**config.mk**
```make
export PLATFORM = sky130hd
export DESIGN_NAME = bresenham_line_rasterizer_unit
export DESIGN_NICKNAME = d
export VERILOG_FILES = /design/src/design/brl_pkg.sv /design/src/design/brl_front.sv /design/src/design/brl_queue.sv /design/src/design/brl_back.sv /design/src/design/bresenham_line_rasterizer_unit.sv
export SDC_FILE = /design/constraint.sdc
export NUM_CORES = 1
export LEC_CHECK = 0
export BUFFER_PORTS_ARGS = -buffer_cell sky130_fd_sc_hd__buf_4
export CAP_MARGIN = 20
export CORE_MARGIN = 2
export CORE_UTILIZATION = 30
export DETAILED_ROUTE_END_ITERATION = 8
export PLACE_DENSITY = 0.42
export SLEW_MARGIN = 40
export SYNTH_ARGS = -nofsm -noshare
export SYNTH_HDL_FRONTEND = slang
export SYNTH_SLANG_ARGS = --single-unit
export TNS_END_PERCENT = 30
```
**constraint.sdc**
```tcl
create_clock -name clk -period 3.7 [get_ports clk]
set_input_delay 0.555 -clock clk [delete_from_list [all_inputs] [get_ports clk]]
set_output_delay 0.555 -clock clk [all_outputs]
set_load 0.03 [all_outputs]
```
**src/design/brl_pkg.sv**
```systemverilog
// Shared types and constants for the Bresenham line rasterizer.
// No dependencies; every other design file imports this package.
package brl_pkg;

    localparam int COORD_W     = 6;
    localparam int TILE_SIZE_D = 64;
    localparam int ERR_W       = COORD_W + 2;
    localparam int QUEUE_DEPTH = 2;

    typedef logic [COORD_W-1:0]       coord_t;
    typedef logic signed [ERR_W-1:0]  err_t;

    // One line command, as accepted on the input channel.
    typedef struct packed {
        coord_t start_x;
        coord_t start_y;
        coord_t end_x;
        coord_t end_y;
    } cmd_t;

    // One plotted pixel, as delivered on the output channel.
    typedef struct packed {
        coord_t pixel_x;
        coord_t pixel_y;
        logic   last_pixel;
    } pix_t;

    // Classified line, ready for the stepper.
    typedef struct packed {
        logic   steep;
        coord_t maj0;
        coord_t min0;
        coord_t maj1;
        coord_t dmaj;
        coord_t dmin;
        logic   step_neg;
        err_t   err0;
    } job_t;

endpackage

```
**src/design/brl_front.sv**
```systemverilog
// Front end: clamps a line command and classifies it into a stepper job.
// Depends on brl_pkg.
module brl_front
    import brl_pkg::*;
#(
    parameter int TILE_SIZE = TILE_SIZE_D
)(
    input  cmd_t cmd,
    output job_t job
);

    localparam coord_t MAX_C = COORD_W'(TILE_SIZE - 1);

    coord_t ax, ay, bx, by;
    coord_t adx, ady;
    coord_t p_maj, p_min, q_maj, q_min;
    coord_t maj0, min0, maj1, min1;
    logic   steep;

    always_comb
    begin
        // Saturate coordinates that fall outside the tile.
        ax = (cmd.start_x > MAX_C) ? MAX_C : cmd.start_x;
        ay = (cmd.start_y > MAX_C) ? MAX_C : cmd.start_y;
        bx = (cmd.end_x   > MAX_C) ? MAX_C : cmd.end_x;
        by = (cmd.end_y   > MAX_C) ? MAX_C : cmd.end_y;

        adx   = (ax > bx) ? (ax - bx) : (bx - ax);
        ady   = (ay > by) ? (ay - by) : (by - ay);
        steep = ady > adx;

        p_maj = steep ? ay : ax;
        p_min = steep ? ax : ay;
        q_maj = steep ? by : bx;
        q_min = steep ? bx : by;

        // Order endpoints so the major coordinate runs upward.
        if (p_maj > q_maj)
        begin
            maj0 = q_maj; min0 = q_min; maj1 = p_maj; min1 = p_min;
        end
        else
        begin
            maj0 = p_maj; min0 = p_min; maj1 = q_maj; min1 = q_min;
        end

        job.steep    = steep;
        job.maj0     = maj0;
        job.min0     = min0;
        job.maj1     = maj1;
        job.dmaj     = maj1 - maj0;
        job.dmin     = (min1 > min0) ? (min1 - min0) : (min0 - min1);
        job.step_neg = !(min1 > min0);
        job.err0     = $signed({2'b00, (maj1 - maj0) >> 1});
    end

endmodule

```
**src/design/brl_queue.sv**
```systemverilog
// Short job queue that decouples the classifier from the stepper.
// Depends on brl_pkg.
module brl_queue
    import brl_pkg::*;
(
    input  logic clk,
    input  logic rst_n,
    input  logic push_valid,
    output logic push_ready,
    input  job_t push_data,
    output logic pop_valid,
    input  logic pop_ready,
    output job_t pop_data
);

    localparam int PTR_W = (QUEUE_DEPTH > 1) ? $clog2(QUEUE_DEPTH) : 1;
    localparam int CNT_W = $clog2(QUEUE_DEPTH + 1);

    job_t             mem [QUEUE_DEPTH];
    logic [PTR_W-1:0] wr_ptr_reg, wr_ptr_next;
    logic [PTR_W-1:0] rd_ptr_reg, rd_ptr_next;
    logic [CNT_W-1:0] count_reg, count_next;
    logic             do_push, do_pop;

    assign push_ready = count_reg != CNT_W'(QUEUE_DEPTH);
    assign pop_valid  = count_reg != '0;
    assign pop_data   = mem[rd_ptr_reg];
    assign do_push    = push_valid && push_ready;
    assign do_pop     = pop_valid && pop_ready;

    always_comb
    begin
        wr_ptr_next = wr_ptr_reg;
        rd_ptr_next = rd_ptr_reg;
        count_next  = count_reg;
        if (do_push)
            wr_ptr_next = (wr_ptr_reg == PTR_W'(QUEUE_DEPTH - 1)) ? '0 : wr_ptr_reg + 1'b1;
        if (do_pop)
            rd_ptr_next = (rd_ptr_reg == PTR_W'(QUEUE_DEPTH - 1)) ? '0 : rd_ptr_reg + 1'b1;
        if (do_push && !do_pop)
            count_next = count_reg + 1'b1;
        else if (do_pop && !do_push)
            count_next = count_reg - 1'b1;
    end

    always_ff @(posedge clk or negedge rst_n)
    begin
        if (!rst_n)
        begin
            wr_ptr_reg <= '0;
            rd_ptr_reg <= '0;
            count_reg  <= '0;
        end
        else
        begin
            wr_ptr_reg <= wr_ptr_next;
            rd_ptr_reg <= rd_ptr_next;
            count_reg  <= count_next;
        end
    end

    always_ff @(posedge clk)
    begin
        if (do_push)
            mem[wr_ptr_reg] <= push_data;
    end

endmodule

```
**src/design/brl_back.sv**
```systemverilog
// Back end: steps one job along its major axis, one pixel per cycle while
// the output is not stalled, into an output register. Depends on brl_pkg.
module brl_back
    import brl_pkg::*;
(
    input  logic clk,
    input  logic rst_n,
    input  logic job_valid,
    output logic job_ready,
    input  job_t job,
    output logic pix_valid,
    input  logic pix_ready,
    output pix_t pix
);

    logic   busy_reg, busy_next;
    logic   out_valid_reg, out_valid_next;
    pix_t   out_reg, out_next;
    job_t   job_reg, job_next;
    coord_t maj_reg, maj_next;
    coord_t min_reg, min_next;
    err_t   err_reg, err_next;
    err_t   err_sub;
    logic   can_emit, at_end;

    assign can_emit  = !out_valid_reg || pix_ready;
    assign job_ready = !busy_reg;
    assign at_end    = maj_reg == job_reg.maj1;
    assign err_sub   = err_reg - $signed({2'b00, job_reg.dmin});

    always_comb
    begin
        busy_next      = busy_reg;
        out_valid_next = out_valid_reg;
        out_next       = out_reg;
        job_next       = job_reg;
        maj_next       = maj_reg;
        min_next       = min_reg;
        err_next       = err_reg;

        if (!busy_reg)
        begin
            // Load the next job from the queue.
            if (job_valid)
            begin
                busy_next = 1'b1;
                job_next  = job;
                maj_next  = job.maj0;
                min_next  = job.min0;
                err_next  = job.err0;
            end
            if (pix_ready)
                out_valid_next = 1'b0;
        end
        else if (can_emit)
        begin
            out_valid_next      = 1'b1;
            out_next.pixel_x    = job_reg.steep ? min_reg : maj_reg;
            out_next.pixel_y    = job_reg.steep ? maj_reg : min_reg;
            out_next.last_pixel = at_end;
            if (at_end)
                busy_next = 1'b0;
            else
            begin
                maj_next = maj_reg + 1'b1;
                if (err_sub < 0)
                begin
                    min_next = job_reg.step_neg ? min_reg - 1'b1 : min_reg + 1'b1;
                    err_next = err_sub + $signed({2'b00, job_reg.dmaj});
                end
                else
                    err_next = err_sub;
            end
        end
    end

    always_ff @(posedge clk or negedge rst_n)
    begin
        if (!rst_n)
        begin
            busy_reg      <= 1'b0;
            out_valid_reg <= 1'b0;
        end
        else
        begin
            busy_reg      <= busy_next;
            out_valid_reg <= out_valid_next;
        end
    end

    always_ff @(posedge clk)
    begin
        out_reg <= out_next;
        job_reg <= job_next;
        maj_reg <= maj_next;
        min_reg <= min_next;
        err_reg <= err_next;
    end

    assign pix_valid = out_valid_reg;
    assign pix       = out_reg;

endmodule

```
**src/design/bresenham_line_rasterizer_unit.sv**
```systemverilog
// Top level of the Bresenham line rasterizer for one square tile.
// Depends on brl_pkg, brl_front, brl_queue and brl_back.
//
//   channel   dir   handshake               payload
//   cmd       in    cmd_valid / cmd_ready   cmd_t: start_x, start_y, end_x, end_y
//   pix       out   pix_valid / pix_ready   pix_t: pixel_x, pixel_y, last_pixel
//
// A command yields (major difference + 1) pixels, 1 to TILE_SIZE, one per cycle
// from the stepper in brl_back while pix is not stalled; the stepper loads each
// job while idle, before its first pixel. Commands are classified in the cycle
// they arrive and wait in a two-entry queue, so cmd_ready stays high while the
// stepper still works on earlier lines, until the queue holds two of them.
// Reset (rst_n low, asynchronous) empties the queue and the output register.
// A stall on pix holds the current pixel and freezes the stepper.
module bresenham_line_rasterizer_unit
    import brl_pkg::*;
#(
    parameter int TILE_SIZE = TILE_SIZE_D
)(
    input  logic clk,
    input  logic rst_n,
    input  logic cmd_valid,
    output logic cmd_ready,
    input  cmd_t cmd,
    output logic pix_valid,
    input  logic pix_ready,
    output pix_t pix
);

    // Classified job straight out of the front end.
    job_t front_job;
    // Queue head as seen by the stepper.
    job_t head_job;
    logic head_valid;
    logic head_ready;

    // Clamp, pick the major axis, order endpoints, set up the error term.
    brl_front #(
        .TILE_SIZE (TILE_SIZE)
    ) u_front (
        .cmd (cmd),
        .job (front_job)
    );

    // Hold classified jobs until the stepper is free.
    brl_queue u_queue (
        .clk        (clk),
        .rst_n      (rst_n),
        .push_valid (cmd_valid),
        .push_ready (cmd_ready),
        .push_data  (front_job),
        .pop_valid  (head_valid),
        .pop_ready  (head_ready),
        .pop_data   (head_job)
    );

    // Advance along the major axis and emit one pixel per cycle unless pix stalls.
    brl_back u_back (
        .clk       (clk),
        .rst_n     (rst_n),
        .job_valid (head_valid),
        .job_ready (head_ready),
        .job       (head_job),
        .pix_valid (pix_valid),
        .pix_ready (pix_ready),
        .pix       (pix)
    );

    // Every emitted pixel lies inside the tile.
    assert property (@(posedge clk) disable iff (!rst_n)
        pix_valid |-> (pix.pixel_x <= COORD_W'(TILE_SIZE - 1)) &&
                      (pix.pixel_y <= COORD_W'(TILE_SIZE - 1)))
        else $error("pixel outside tile");

    // A taken pixel that is not the last is followed at once by the next one.
    assert property (@(posedge clk) disable iff (!rst_n)
        pix_valid && pix_ready && !pix.last_pixel |=> pix_valid)
        else $error("gap inside a line run");

    // The stepper only loads a job while it is idle and no pixel of a run is open.
    assert property (@(posedge clk) disable iff (!rst_n)
        head_valid && head_ready && pix_valid |-> pix.last_pixel)
        else $error("job loaded in the middle of a run");

endmodule
```
---- After elaboration in Yosys (flattened, before gate mapping) ----
Memory sizes are Yosys's and may differ from the RTL's.
Index checks and enable logic that the tools add are counted.
Widths: inputs -> output; s select.
operators by class
  bitwise gates (word level) .............. 1
  $lt $le $gt $ge ......................... 10
  $add $sub $neg .......................... 16
  equality and inequality tests ........... 5
  reductions and logical operators ........ 19
  muxes and demuxes ....................... 45
operator list
  kind                 count
  $mux 6               27
  $sub 6x6->6          7
  $mux 8               5
  $gt 6x6->1           5
  $gt 6x6->1 const B   4
  $add 6x1->6 const B  2
  $mux 1               11
  $add 8x7->8          1
  $lt 8x1->1 const B   1
  $ne 2x2->1 const B   4
  $reduce_bool 2->1    4
  $sub 8x7->8          1
  $eq 6x6->1           1
  $reduce_and 2->1     3
  $sub 6x1->6 const B  1
  $logic_not 1->1      5
  $logic_and 1x1->1    4
  $mux 2               2
  $reduce_and 4->1     1
  $reduce_and 3->1     1
  $add 1x1->1 const B  2
  $add 2x1->2 const B  1
  $sub 2x1->2 const B  1
  $logic_or 1x1->1     1
  $not 1->1            1
word-level totals
  memory bits (writable) .................. 74
  memories ................................ 1
  word-level logic and storage cells ...... 113
  bits of input ports ..................... 28
  output and inout bits ................... 15
  bits in registers ....................... 59
memories
  memory       depth  bits a word  read ports  clocked after memory_dff  write ports  line             source
  u_queue.mem  2      37           1           0                         1            brl_queue.sv:19  job_t mem [QUEUE_DEPTH];

---- Depth between registers and ports, before layout ----
  depth after elaboration ................. 10
  gate-level depth with buffers ........... 50
  mapped depth without buffers ............ 44

---- By module ----
From an unflattened synthesis, not the netlist that was laid out.
unflattened totals
  cells, all modules ...................... 805
  area, all modules ....................... 9097.5 um^2
modules (own cells, without submodules)
  module     cells each  instances  area each (um^2)  seq. area each (um^2)
  brl_queue  143         1          3284.4            2502.4
  brl_back   259         1          3118.0            1641.6
  brl_front  403         1          2695.1            0.0

---- Least setup slack after synthesis ----
Ideal clock, no wire load.
  kind .................................... input to register
  from .................................... input port cmd[7] (netlist name)
  to ...................................... memory u_queue.mem[0][11] (netlist name) (data pin)
  data arrival time ....................... 8.979 ns
  slack ................................... -5.548 ns
  data required time ...................... 3.431 ns
  buffers on the path ..................... 7
  setup time .............................. 0.269 ns
  stages .................................. 46
  cells stage by stage .................... clkbuf_1 ha_1 ha_1 o21ai_0 o21ai_0 a21o_1 maj3_1 o21ai_1 clkbuf_1 o311ai_1 o21ai_0 o32ai_1 xnor2_1 ha_1 and4_1 and3_4 a31oi_4 clkbuf_1 (+10 left out) nor2_2 buf_2 buf_4 o21a_1 mux2i_1 ha_1 inv_1 fa_1 a21o_1 a21o_1 a21o_1 a21oi_1 nor2_1 mux2i_1 a221o_1 nand2_1 o211ai_1 xor2_1
RTL lines
  element          line                                  source
  start, declared  bresenham_line_rasterizer_unit.sv:24  input cmd_t cmd,
  end, declared    brl_queue.sv:19

==> metrics.md <==
| Metric | Value |
|---|---|
| Outcome | `finished, violations left` |
| Failing checks | `negative setup slack` |
| Starting Density | `30.6%` |
| Largest delay share family, worst path | `compound AO/OA/AOI/OAI gates` |
| Post-Syn Nets | `830` |
| Die W | `167 um` |
| Hold Path Stages | `3` |
| DR vias/cell | `4.67` |
| I/O Pins | `43` |
| Layout net count | `1019` |
| Max stage delay cell, worst path | `fa_2` |
| Drt pass-1 iters | `5` |
| DRC errors left | `0` |
| Crit Path Class | `in -> reg` |
| Skew final | `0.0102 ns` |
| Placed Instance Area | `9790 um^2` |
| Seq cells post-synth | `123` |
| Die H | `167 um` |
| Synth cell count leaders | `edfxtp_1 (117), inv_1 (69), a21oi_1 (61)` |
| Die ar. | `27900 um^2` |
| GRT Max-Usage Layer | `met2` |
| Layout cells sized above 1 | `38.3%` |
| Overall Global Routing Usage | `14.5%` |
| Clock transition at path regs | `0.06 ns` |
| Worst hold slack | `0.430 ns` |
| Layout area overhead | `36.9%` |
| Largest net degree at the start of global routing | `41` |
| Vias in the first global route | `6160` |
| Fin. max-slew vios | `0` |
| Arr. time, crit path | `7.43 ns` |
| Clock Latency Late Sink | `0.41 ns` |
| Slew @ Worst Pin | `0.763 ns` |
| Max cap viols | `0` |
| Row cnt | `59` |
| Diode count | `0` |
| Startpoint types | `input port` |
| Worst reg-to-reg path cell count | `14` |
| Tightest Hold Check Type | `in -> reg` |
| CTS H-tree lvls | `4` |
| Share of synthesized registers carrying an async set or reset | `4.88%` |
| CTS root buf | `clkbuf_16` |
| GPL Wtd Cong | `0.903` |
| Multi-input logic area | `4250 um^2` |
| Main flop type after synthesis | `edfxtp_1` |
| Endpoints failing setup | `62` |
| Syn_area_per_cell | `10.8 um^2` |
| Critical path depth | `42` |
| Cell taking the most area after synthesis | `edfxtp_1` |
| CTS tree | `yes` |
| Synth Instances | `740` |
| Overall overflow remaining after global route | `0` |
| Crit Path Max Fanout | `7` |
| Max Root-Sink Buffers | `2` |
| Post-DP HPWL | `15500 um` |
| Grt met3 use | `1.78%` |
| Area occupied by registers | `3660 um^2` |
| Met1 usage | `18.6%` |
| # port buffers | `42` |
| Drt first-iter violations | `283` |
| Fin Setup TNS | `-126.81 ns` |
| Final ANT Viol Nets | `0` |
| Tcrit/Tclk final | `197%` |
| Register area share after synthesis | `46.0%` |
| Most numerous cell on the critical path | `a21o_1` |
| Hold Fails Final Rpt | `0` |
| Routed via count | `5961` |
| Worst EP required | `3.85 ns` |
| WP buf/inv | `6` |
| RSZ-0062 raised after global routing | `true` |
| CP endpoint kind | `flip-flop` |
| M2 GR Usage | `25.5%` |
| Synthesized cell area | `7970 um^2` |
| Synth top area cells | `edfxtp_1 (44%), ha_1 (8.6%), mux2i_1 (5.7%), mux2_2 (5.4%), a21oi_1 (3.8%)` |
| Count leader, synth | `edfxtp_1` |
| Rel. slew slack | `49.0%` |
| Max incr delay on CP | `0.34 ns` |
| Yosys top cell area share | `44.1%` |
| First-pass GRT wire length | `32500 um` |
| Clock Sinks | `123` |
| Fmax | `0.137 GHz` |
| Final worst-path setup slack | `-3.58 ns` |
| Max FFs per register | `64` |
| Antenna violations before repair | `0` |
| Synth cell types | `54` |
| CTS Buf Count | `17` |
| Post-layout min period | `7.28 ns` |
| WL final | `19700 um` |
| Post-synth EDFFs | `117` |
| Yosys warning total | `0` |
| Fillers | `2513` |
| Placeable Area | `26100 um^2` |
| Avg WL per Cell | `15.5 um` |
| Final Instance Area | `10900 um^2` |
-- worst paths after layout --
path / start / endpoint / slack [ns]
min in group asynchronous: rst_n / u_back.busy_reg$_DFF_PN0_ / 0.49
hold reg to reg: u_back.pix_valid$_DFFE_PN0P_ / u_back.pix_valid$_DFFE_PN0P_ / 0.52
hold / removal: pix_ready / u_back.pix_valid$_DFFE_PN0P_ / 0.43
setup / recovery: cmd[19] / u_queue.mem[0][11]$_DFFE_PP_ / -3.58
setup reg to reg: u_back.err_reg[0]$_DFFE_PP_ / u_back.err_reg[6]$_SDFFCE_PN0P_ / 0.92
max in group asynchronous: rst_n / u_back.pix_valid$_DFFE_PN0P_ / 3.09
-- per-stage QoR --
step	instances	setup WS [ns]	utilization, %
after floorplan	740	-4.53	-
after global placement	1232	-4.26	37.6
after detailed placement	1232	-4.42	37.6
after CTS	1275	-3.70	40.9
after global routing	1277	-3.97	41.8
final	1277	-3.58	41.8
-- cells in the final DEF (no fill, tap or decap), types with 30 or more instances in the layout --
master	instances
ha_1	48
mux2_2	35
buf_4	188
inv_1	60
mux2i_1	30
nand2_1	49
a21oi_1	48
edfxtp_1	117
nor2_1	46
-- layer usage --
| layer | up-vias | part of all wire, % |
|---|---|---|
| met5 | - | 0 |
| met4 | 0 | 1.6 |
| met3 | 17 | 2.4 |
| met2 | 108 | 50 |
| met1 | 2824 | 46 |
| li1 | 3012 | - |
-- worst reg2reg max path, cell delays in order, from the launching register on --
cell and delay [ns]:
edfxtp_1 0.35, inv_1 0.06, ha_1 0.14, inv_1 0.05, fa_1 0.40, nand2_1 0.08
nand2_1 0.06, a21oi_1 0.24, xnor2_1 0.18, ha_1 0.29, o21a_1 0.13, o21ai_0 0.16
a21oi_1 0.11, xnor2_1 0.12, and2_1 0.15
-- cell type report --
type                       count  share of cell area (%)
clock inverter                15                    1.73
multi-input combinational    509                    39.0
timing repair buffer         209                    15.5
inverter                      69                    2.47
sequential                   123                    33.6
tap                          335                    3.84
clock buffer                  17                    3.90
-- timing repair --
item | 4_1_cts | 5_1_grt
pin swaps | 22 | 18
setup endpoints to repair | 64 | 64
endpoints found under the hold margin | 6 | 0
resized for setup | 41 | 58
gates cloned | 0 | 0
hold buffers | 1 | 0
buffers inserted | 10 | 2
-- logic make-up (layout without fill, tap and decap cells) --
logic type | count (synthesis) | after routing | share of synthesized area (%)
and+or+nand+nor | 165 | 165 | 9.78
xor gates and xnor gates | 48 | 48 | 5.28
muxes | 84 | 84 | 11.2
AOI/OAI and AO/OA | 142 | 142 | 11.1
adders and majority gates | 70 | 70 | 11.4
buffers and inverters | 108 | 310 | 5.24
DFF | 123 | 123 | 46.0
Power is left out: the tool's default activity adds up to more than one toggle a clock period on the data nets, which glitch-free logic cannot reach.
